File: src/rtl/core/i2cms_pkg.sv
// Shared types and codes for the I2C master transaction sequencer.
package i2cms_pkg;

  typedef enum logic [1:0] {
    FN_START   = 2'd0,
    FN_DONE    = 2'd1,
    FN_COLL    = 2'd2,
    FN_TIMEOUT = 2'd3
  } func_e;

  typedef enum logic [2:0] {
    PH_START   = 3'd0,
    PH_ADDRESS = 3'd1,
    PH_TX      = 3'd2,
    PH_RX      = 3'd3,
    PH_RESTART = 3'd4,
    PH_ACK     = 3'd5,
    PH_STOP    = 3'd6
  } phase_e;

  typedef enum logic [3:0] {
    CMD_NONE    = 4'd0,
    CMD_START   = 4'd1,
    CMD_SEND    = 4'd2,
    CMD_RCEN    = 4'd3,
    CMD_ACK     = 4'd4,
    CMD_NACK    = 4'd5,
    CMD_RESTART = 4'd6,
    CMD_STOP    = 4'd7,
    CMD_RESET   = 4'd8
  } cmd_e;

  typedef enum logic [1:0] {
    ST_OK      = 2'd0,
    ST_BUS     = 2'd1,
    ST_ACKFAIL = 2'd2,
    ST_TIMEOUT = 2'd3
  } status_e;

  typedef struct packed {
    logic [1:0]  func;
    logic [6:0]  address;
    logic [15:0] tx_count;
    logic [15:0] rx_count;
    logic        ack_status;
    logic        collision;
    logic [7:0]  rx_data;
    logic [7:0]  tx_data;
  } item_t;

  typedef struct packed {
    logic [3:0]  command;
    logic [7:0]  send_value;
    logic [15:0] tx_position;
    logic        rx_valid;
    logic [7:0]  rx_byte;
    logic [15:0] rx_position;
    logic        done_res;
    logic [1:0]  status;
    logic        busy_res;
  } result_t;

endpackage

File: src/rtl/core/i2cms_step.sv
// Transaction state registers and the sequencing logic for one item.
module i2cms_step import i2cms_pkg::*; #(
  parameter int COUNT_BITS = 16
) (
  input  logic    clk_i,
  input  logic    rst_ni,
  input  logic    en_i,
  input  item_t   item_i,
  output result_t res_o
);

  phase_e                phase_q, phase_d;
  logic [6:0]            addr_q, addr_d;
  logic [COUNT_BITS-1:0] tx_rem_q, tx_rem_d;
  logic [COUNT_BITS-1:0] rx_rem_q, rx_rem_d;
  logic [COUNT_BITS-1:0] tx_idx_q, tx_idx_d;
  logic [COUNT_BITS-1:0] rx_idx_q, rx_idx_d;
  logic                  active_q, active_d;
  logic [31:0]           tx_idx_ext;
  logic [31:0]           rx_idx_ext;
  cmd_e                  cmd;
  status_e               status;

  always_ff @(posedge clk_i or negedge rst_ni) begin
    if (!rst_ni) begin
      phase_q  <= PH_STOP;
      addr_q   <= '0;
      tx_rem_q <= '0;
      rx_rem_q <= '0;
      tx_idx_q <= '0;
      rx_idx_q <= '0;
      active_q <= 1'b0;
    end else if (en_i) begin
      phase_q  <= phase_d;
      addr_q   <= addr_d;
      tx_rem_q <= tx_rem_d;
      rx_rem_q <= rx_rem_d;
      tx_idx_q <= tx_idx_d;
      rx_idx_q <= rx_idx_d;
      active_q <= active_d;
    end
  end

  assign rx_idx_ext = 32'(rx_idx_q);

  always_comb begin
    phase_d  = phase_q;
    addr_d   = addr_q;
    tx_rem_d = tx_rem_q;
    rx_rem_d = rx_rem_q;
    tx_idx_d = tx_idx_q;
    rx_idx_d = rx_idx_q;
    active_d = active_q;
    cmd      = CMD_NONE;
    status   = ST_OK;
    res_o    = '0;

    if (func_e'(item_i.func) == FN_START) begin
      if (!active_q) begin
        addr_d   = item_i.address;
        tx_rem_d = COUNT_BITS'(32'(item_i.tx_count));
        rx_rem_d = COUNT_BITS'(32'(item_i.rx_count));
        tx_idx_d = '0;
        rx_idx_d = '0;
        active_d = 1'b1;
        phase_d  = PH_START;
        cmd      = CMD_START;
      end
    end else if (active_q) begin
      if (func_e'(item_i.func) == FN_DONE && !item_i.collision) begin
        case (phase_q)
          PH_START: begin
            cmd     = CMD_SEND;
            phase_d = PH_ADDRESS;
            if (tx_rem_q != '0 || rx_rem_q == '0) begin
              res_o.send_value = {addr_q, 1'b0};
            end else begin
              res_o.send_value = {addr_q, 1'b1};
            end
          end
          PH_ADDRESS, PH_TX: begin
            if (item_i.ack_status) begin
              cmd      = CMD_RESET;
              status   = ST_ACKFAIL;
              res_o.done_res = 1'b1;
              active_d = 1'b0;
              phase_d  = PH_STOP;
            end else if (tx_rem_q != '0) begin
              cmd              = CMD_SEND;
              res_o.send_value = item_i.tx_data;
              tx_idx_d         = tx_idx_q + COUNT_BITS'(1);
              tx_rem_d         = tx_rem_q - COUNT_BITS'(1);
              phase_d          = PH_TX;
            end else if (rx_rem_q != '0) begin
              if (phase_q == PH_ADDRESS) begin
                cmd     = CMD_RCEN;
                phase_d = PH_RX;
              end else begin
                cmd     = CMD_RESTART;
                phase_d = PH_RESTART;
              end
            end else begin
              cmd     = CMD_STOP;
              phase_d = PH_STOP;
            end
          end
          PH_RX: begin
            res_o.rx_valid    = 1'b1;
            res_o.rx_byte     = item_i.rx_data;
            res_o.rx_position = rx_idx_ext[15:0];
            rx_idx_d          = rx_idx_q + COUNT_BITS'(1);
            if (rx_rem_q != '0) begin
              rx_rem_d = rx_rem_q - COUNT_BITS'(1);
            end
            cmd     = (rx_rem_d != '0) ? CMD_ACK : CMD_NACK;
            phase_d = PH_ACK;
          end
          PH_RESTART: begin
            cmd              = CMD_SEND;
            res_o.send_value = {addr_q, 1'b1};
            phase_d          = PH_ADDRESS;
          end
          PH_ACK: begin
            if (rx_rem_q != '0) begin
              cmd     = CMD_RCEN;
              phase_d = PH_RX;
            end else begin
              cmd     = CMD_STOP;
              phase_d = PH_STOP;
            end
          end
          default: begin
            cmd      = CMD_NONE;
            status   = ST_OK;
            res_o.done_res = 1'b1;
            active_d = 1'b0;
            phase_d  = PH_STOP;
          end
        endcase
      end else begin
        cmd = CMD_RESET;
        case (func_e'(item_i.func))
          FN_TIMEOUT: status = ST_TIMEOUT;
          default:    status = ST_BUS;
        endcase
        res_o.done_res = 1'b1;
        active_d = 1'b0;
        phase_d  = PH_STOP;
      end
    end

    tx_idx_ext        = 32'(tx_idx_d);
    res_o.command     = cmd;
    res_o.status      = status;
    res_o.tx_position = tx_idx_ext[15:0];
    res_o.busy_res    = active_d;
  end

endmodule

File: src/rtl/core/i2c_master_transaction_sequencer_core.sv
// Top level of the I2C master transaction sequencer: input stage and result register.
//
//   Channel  Direction  Handshake                   Payload
//   in       sink       in_valid_i / in_stall_o     func_i .. tx_data_i
//   out      source     out_valid_o / out_stall_i   command_o .. busy_res_o
//
// One item is accepted per cycle while the input stage is not stalled. The input
// register feeds the sequencing logic, which updates the transaction state and
// loads the result register in the same edge.
// Reset clears the transaction state and both valid flags.
// A stall on the result side holds the result register and then the input stage.
module i2c_master_transaction_sequencer_core import i2cms_pkg::*; #(
  parameter int COUNT_BITS = 16
) (
  input  logic        clk_i,
  input  logic        rst_ni,
  input  logic        in_valid_i,
  output logic        in_stall_o,
  input  logic [1:0]  func_i,
  input  logic [6:0]  address_i,
  input  logic [15:0] tx_count_i,
  input  logic [15:0] rx_count_i,
  input  logic        ack_status_i,
  input  logic        collision_i,
  input  logic [7:0]  rx_data_i,
  input  logic [7:0]  tx_data_i,
  output logic        out_valid_o,
  input  logic        out_stall_i,
  output logic [3:0]  command_o,
  output logic [7:0]  send_value_o,
  output logic [15:0] tx_position_o,
  output logic        rx_valid_o,
  output logic [7:0]  rx_byte_o,
  output logic [15:0] rx_position_o,
  output logic        done_res_o,
  output logic [1:0]  status_o,
  output logic        busy_res_o
);

  logic    in_vld_q;
  item_t   in_item_q;
  logic    out_vld_q;
  result_t res_q;
  result_t res;
  logic    advance;
  logic    in_take;

  assign advance    = in_vld_q && (!out_vld_q || !out_stall_i);
  assign in_stall_o = in_vld_q && !advance;
  assign in_take    = in_valid_i && !in_stall_o;

  always_ff @(posedge clk_i or negedge rst_ni) begin
    if (!rst_ni) begin
      in_vld_q  <= 1'b0;
      out_vld_q <= 1'b0;
    end else begin
      if (in_take) begin
        in_vld_q <= 1'b1;
      end else if (advance) begin
        in_vld_q <= 1'b0;
      end
      if (advance) begin
        out_vld_q <= 1'b1;
      end else if (!out_stall_i) begin
        out_vld_q <= 1'b0;
      end
    end
  end

  always_ff @(posedge clk_i) begin
    if (in_take) begin
      in_item_q <= '{func: func_i, address: address_i, tx_count: tx_count_i,
                     rx_count: rx_count_i, ack_status: ack_status_i,
                     collision: collision_i, rx_data: rx_data_i, tx_data: tx_data_i};
    end
    if (advance) begin
      res_q <= res;
    end
  end

  i2cms_step #(
    .COUNT_BITS(COUNT_BITS)
  ) u_step (
    .clk_i  (clk_i),
    .rst_ni (rst_ni),
    .en_i   (advance),
    .item_i (in_item_q),
    .res_o  (res)
  );

  assign out_valid_o   = out_vld_q;
  assign command_o     = res_q.command;
  assign send_value_o  = res_q.send_value;
  assign tx_position_o = res_q.tx_position;
  assign rx_valid_o    = res_q.rx_valid;
  assign rx_byte_o     = res_q.rx_byte;
  assign rx_position_o = res_q.rx_position;
  assign done_res_o    = res_q.done_res;
  assign status_o      = res_q.status;
  assign busy_res_o    = res_q.busy_res;

  a_done_not_busy: assert property (@(posedge clk_i) disable iff (!rst_ni)
    out_valid_o && done_res_o |-> !busy_res_o)
    else $error("finished transaction still reports busy");

  a_error_resets: assert property (@(posedge clk_i) disable iff (!rst_ni)
    out_valid_o && status_o != ST_OK |-> done_res_o && command_o == CMD_RESET)
    else $error("error status without module reset");

  a_rx_answer: assert property (@(posedge clk_i) disable iff (!rst_ni)
    out_valid_o && rx_valid_o |-> command_o == CMD_ACK || command_o == CMD_NACK)
    else $error("received byte not answered with ACK or NACK");

  a_stage_hold: assert property (@(posedge clk_i) disable iff (!rst_ni)
    in_vld_q && !advance |=> in_vld_q && $stable(in_item_q))
    else $error("input stage lost a held item");

endmodule
File: config.mk
export PLATFORM = sky130hd
export DESIGN_NAME = i2c_master_transaction_sequencer_core
export DESIGN_NICKNAME = d
export VERILOG_FILES = /design/src/rtl/core/i2cms_pkg.sv /design/src/rtl/core/i2cms_step.sv /design/src/rtl/core/i2c_master_transaction_sequencer_core.sv
export SDC_FILE = /design/constraint.sdc
export NUM_CORES = 1
export LEC_CHECK = 0
export ABC_AREA = 1
export BUFFER_PORTS_ARGS = -buffer_cell sky130_fd_sc_hd__buf_2
export CORE_ASPECT_RATIO = 2
export CORE_MARGIN = 2
export CORE_UTILIZATION = 50
export DETAILED_ROUTE_END_ITERATION = 12
export PLACE_DENSITY = 0.68
export SYNTH_ARGS = -nofsm -noshare
export SYNTH_HDL_FRONTEND = slang
export SYNTH_SLANG_ARGS = --single-unit
File: constraint.sdc
create_clock -name clk_i -period 6.9 [get_ports clk_i]
set_clock_uncertainty 0.15 [all_clocks]
set_input_delay 0.69 -clock clk_i [delete_from_list [all_inputs] [get_ports clk_i]]
set_output_delay 0.69 -clock clk_i [all_outputs]
set_load 0.03 [all_outputs]
==> summary.txt <==
Floorplan
  – Ports: 122
  – Die Footprint: between 15000 and 20000 um^2
  – Number of cell rows: 69
  – Initial Util: 50.8%
  – Die Ht: between 150 and 200 um
  – Core footprint: 17800 um^2
  – Die X: 99.1 um

Clocking
  – Clock Pin Slew Worst Setup and Hold Paths: about 0.08 ns
  – Post_cts resized: 0
  – Post-CTS Setup Bufs: 0
  – H-tree Lvls: 4
  – CTS tree: built
  – Hold_buf cts: 0
  – Clock latency on the worst-skew pair: between 0.4 and 0.5 ns
  – Cts bufs inserted: 17
  – CTS Buffer Depth: 2
  – Root buffer selected by CTS: clkbuf_16
  – # clock sinks: between 150 and 200

Route
  – Via count of the routed design: approximately 6600
  – 1st-pass router iterations: 5
  – 1st-iter DRT viols: between 300 and 400
  – Post-route ant nets: 0
  – Drc violations: 0
  – Drt wl/cell: 14.6 um
  – Drt via density: 5.20
  – Routed Wire Length: 18.5 mm

Final layout
  – Diodes inserted: 0
  – Post-route insts no fill: about 1300
  – Synthesis-to-layout area growth: 14.8%
  – Layout cells sized above 1: between 20% and 30%
  – Sequential cell area: approximately 5400 um^2
  – Filler instances: approximately 1600
  – Layout Nets: 1110
  – Footprint of the multi-input gates: around 3000 um^2

Timing
  – Hold slack: 0.0143 ns
  – Unrepaired setup endpoints after global routing: no
  – Final worst path period share: ~43%
  – Hold Fails Final Rpt: 0
  – Worst slew pin tran: slightly above 0.8 ns
  – FMAX: 335 MHz
  – Final worst path period need: 2.99 ns
  – # setup viols final: 0
  – Max-slew headroom: ~46%
  – Max-slew violations: 0
  – Setup TNS: 0 ns

Global route
  – Total global routing overflow: 0
  – Pin count of the biggest net entering global routing: between 60 and 70
  – Global-route usage over all layers: 20.1%
  – Global-route wire length before repair: 30.8 mm
  – Number of global-route vias before repair: 6552
  – Antenna violations before repair: 0

Critical path
  – CP max FO: 39
  – Req. time, crit path: around 7.1 ns
  – Crit start category: flop
  – Critical path arrival: 3.16 ns
  – Element type at the critical path end: flop
  – Crit path kind: reg -> reg

Logic synthesis
  – Post-synthesis instance total: 919
  – Netlist Area Pre-Place: roughly 9000 um^2
  – Synth Flop Type: edfxtp_1
  – Mean post-synth cell area: roughly 9.8 um^2
  – Number of flops mapped to enable cells by yosys: 116
  – Sequential fraction of the synthesis area: 59.9%
  – Syn Nets: a little under 1000
  – Netlist cell types: 57
  – Yosys warns: 0
  – Number of synthesized register bits: just under 200
  – Post-synth ARST share: roughly two fifths

Power and ir drop
  – PwrDens: around 330 nW/um^2
  – Pwr Total: about 3400 uW
  – Leak: ~0.0046 uW
  – VDD IR-drop max: ~0.00018 V

Flow run
  – Max-cap violations: 0

Placed design
  – Placed cell count: about 1200
  – I/O Buffers: 121
  – Detailed Place HPWL: between 10 and 15 mm
  – Global placer's final weighted congestion: around 0.9

Worst hold path
  – Hold Path Class: in -> async

Status
  – Outcome: finished, final reports clean
[metal layers]
layer / GRT usage [%] / vias to the layer above / share of wire [%]
met3: 3.06 / 34 / 3.3
met5: 0 / - / 0
met2: 36.9 / 153 / 55
li1: - / 3299 / -
met4: 9.23 / 0 / 3.3
met1: 22.3 / 3102 / 38
[cells in the mapped netlist, types with 6 or more instances]
library cell,number,area (um^2)
nand2_1,213,800
o21ai_1,8,40.0
inv_1,106,398
a21oi_1,21,105
o22ai_1,12,75.1
edfxtp_1,116,3480
nand4_1,8,50.1
dfrtp_1,75,1880
clkbuf_1,7,26.3
nor2_2,15,93.8
o21ai_0,50,250
nand2_2,14,87.6
o21ai_2,12,105
ha_1,6,75.1
nand3_1,49,245
mux2_2,7,78.8
xor2_1,14,123
nor3_1,10,50.1
nor2_1,99,372
nor2_4,6,67.6
[sequential cells by signal, summed over array words and instances (netlist names), 2 cells and up]
signal	flops
send_value_o	8
rx_byte_o	8
u_step.tx_idx_q	16
command_o	4
tx_position_o	16
u_step.addr_q	7
u_step.rx_rem_q	16
u_step.tx_rem_q	16
u_step.phase_q	3
u_step.rx_idx_q	16
rx_position_o	16
status_o	2
in_item_q	59
[cells in the final DEF, fill, tap and decap left out, drive strengths merged, types with 3 or more instances in the layout]
cell type | synthesis | layout
nor2 | 121 | 121
nand4 | 10 | 10
o21ai | 70 | 70
nand2 | 229 | 229
nand3 | 51 | 51
ha | 6 | 6
xor2 | 14 | 14
a31oi | 3 | 3
clkinv | 1 | 5
o31ai | 3 | 3
a21oi | 22 | 22
dfrtp | 75 | 75
a211oi | 3 | 3
inv | 111 | 120
clkbuf | 9 | 17
nand3b | 3 | 3
or2 | 3 | 3
buf | 14 | 126
o221ai | 3 | 3
o211ai | 3 | 3
edfxtp | 116 | 116
nor3 | 12 | 12
mux2 | 7 | 7
and2 | 4 | 4
o22ai | 12 | 12
[worst max-delay path, cell delays in order, from the launching register on]
cell	delay, ns
edfxtp_1	0.43
nor2_4	0.12
buf_4	0.36
inv_1	0.11
buf_4	0.30
nand2_1	0.18
nand2_2	0.11
nor2_8	0.37
inv_2	0.15
nor2_4	0.30
inv_1	0.13
o21ai_0	0.09
nor2_1	0.06
[worst paths after layout]
check / cells after the start / slack [ns] / to / startpoint
setup / recovery: 12 / 3.91 / u_step.rx_idx_q[11] / in_item_q[58]
min in group clk_i: 1 / 0.27 / in_item_q[25] / rx_count_i[7]
setup reg to reg: 12 / 3.91 / u_step.rx_idx_q[11] / in_item_q[58]
max in group asynchronous: 2 / 5.55 / u_step.addr_q[2] / rst_ni
hold reg to reg: 1 / 0.34 / u_step.addr_q[6] / in_item_q[56]
hold / removal: 1 / 0.01 / u_step.rx_rem_q[10] / rst_ni
[power by group]
| group | switching [uW] | internal (uW) | total (uW) |
|---|---|---|---|
| Combinational | 558 | 291 | 849 |
| Clock | 481 | 486 | 968 |
| Sequential | 160 | 1440 | 1600 |
[layout make-up]
| class | count | share of cell area (%) |
|---|---|---|
| clock buffer | 17 | 4.10 |
| clock inverter | 15 | 1.53 |
| inverter | 112 | 4.10 |
| multi-input combinational | 591 | 29.3 |
| sequential | 193 | 52.2 |
| tap | 213 | 2.57 |
| timing repair buffer | 126 | 6.22 |
[through the flow]
step / worst slack (ns) / util [%] / instance area, um^2
floorplan: 4.10 / - / 9040
global placement: 3.91 / 55.0 / 9790
detailed placement: 3.84 / 55.0 / 9790
CTS: 3.86 / 58.3 / 10400
global route: 3.60 / 58.3 / 10400
finish: 3.91 / 58.3 / 10400
[cell families (layout without fill, tap and decap cells)]
group | count (synthesis) | after routing | share of synthesized area (%)
adders and majority gates | 6 | 6 | 0.831
xor gates and xnor gates | 14 | 14 | 1.36
and+or+nand+nor | 435 | 435 | 21.7
DFF | 193 | 193 | 59.9
muxes | 9 | 9 | 1.09
buffers and inverters | 135 | 270 | 6.49
AOI/OAI and AO/OA | 127 | 127 | 8.65
No activity file was read; power rests on OpenSTA's default activity.
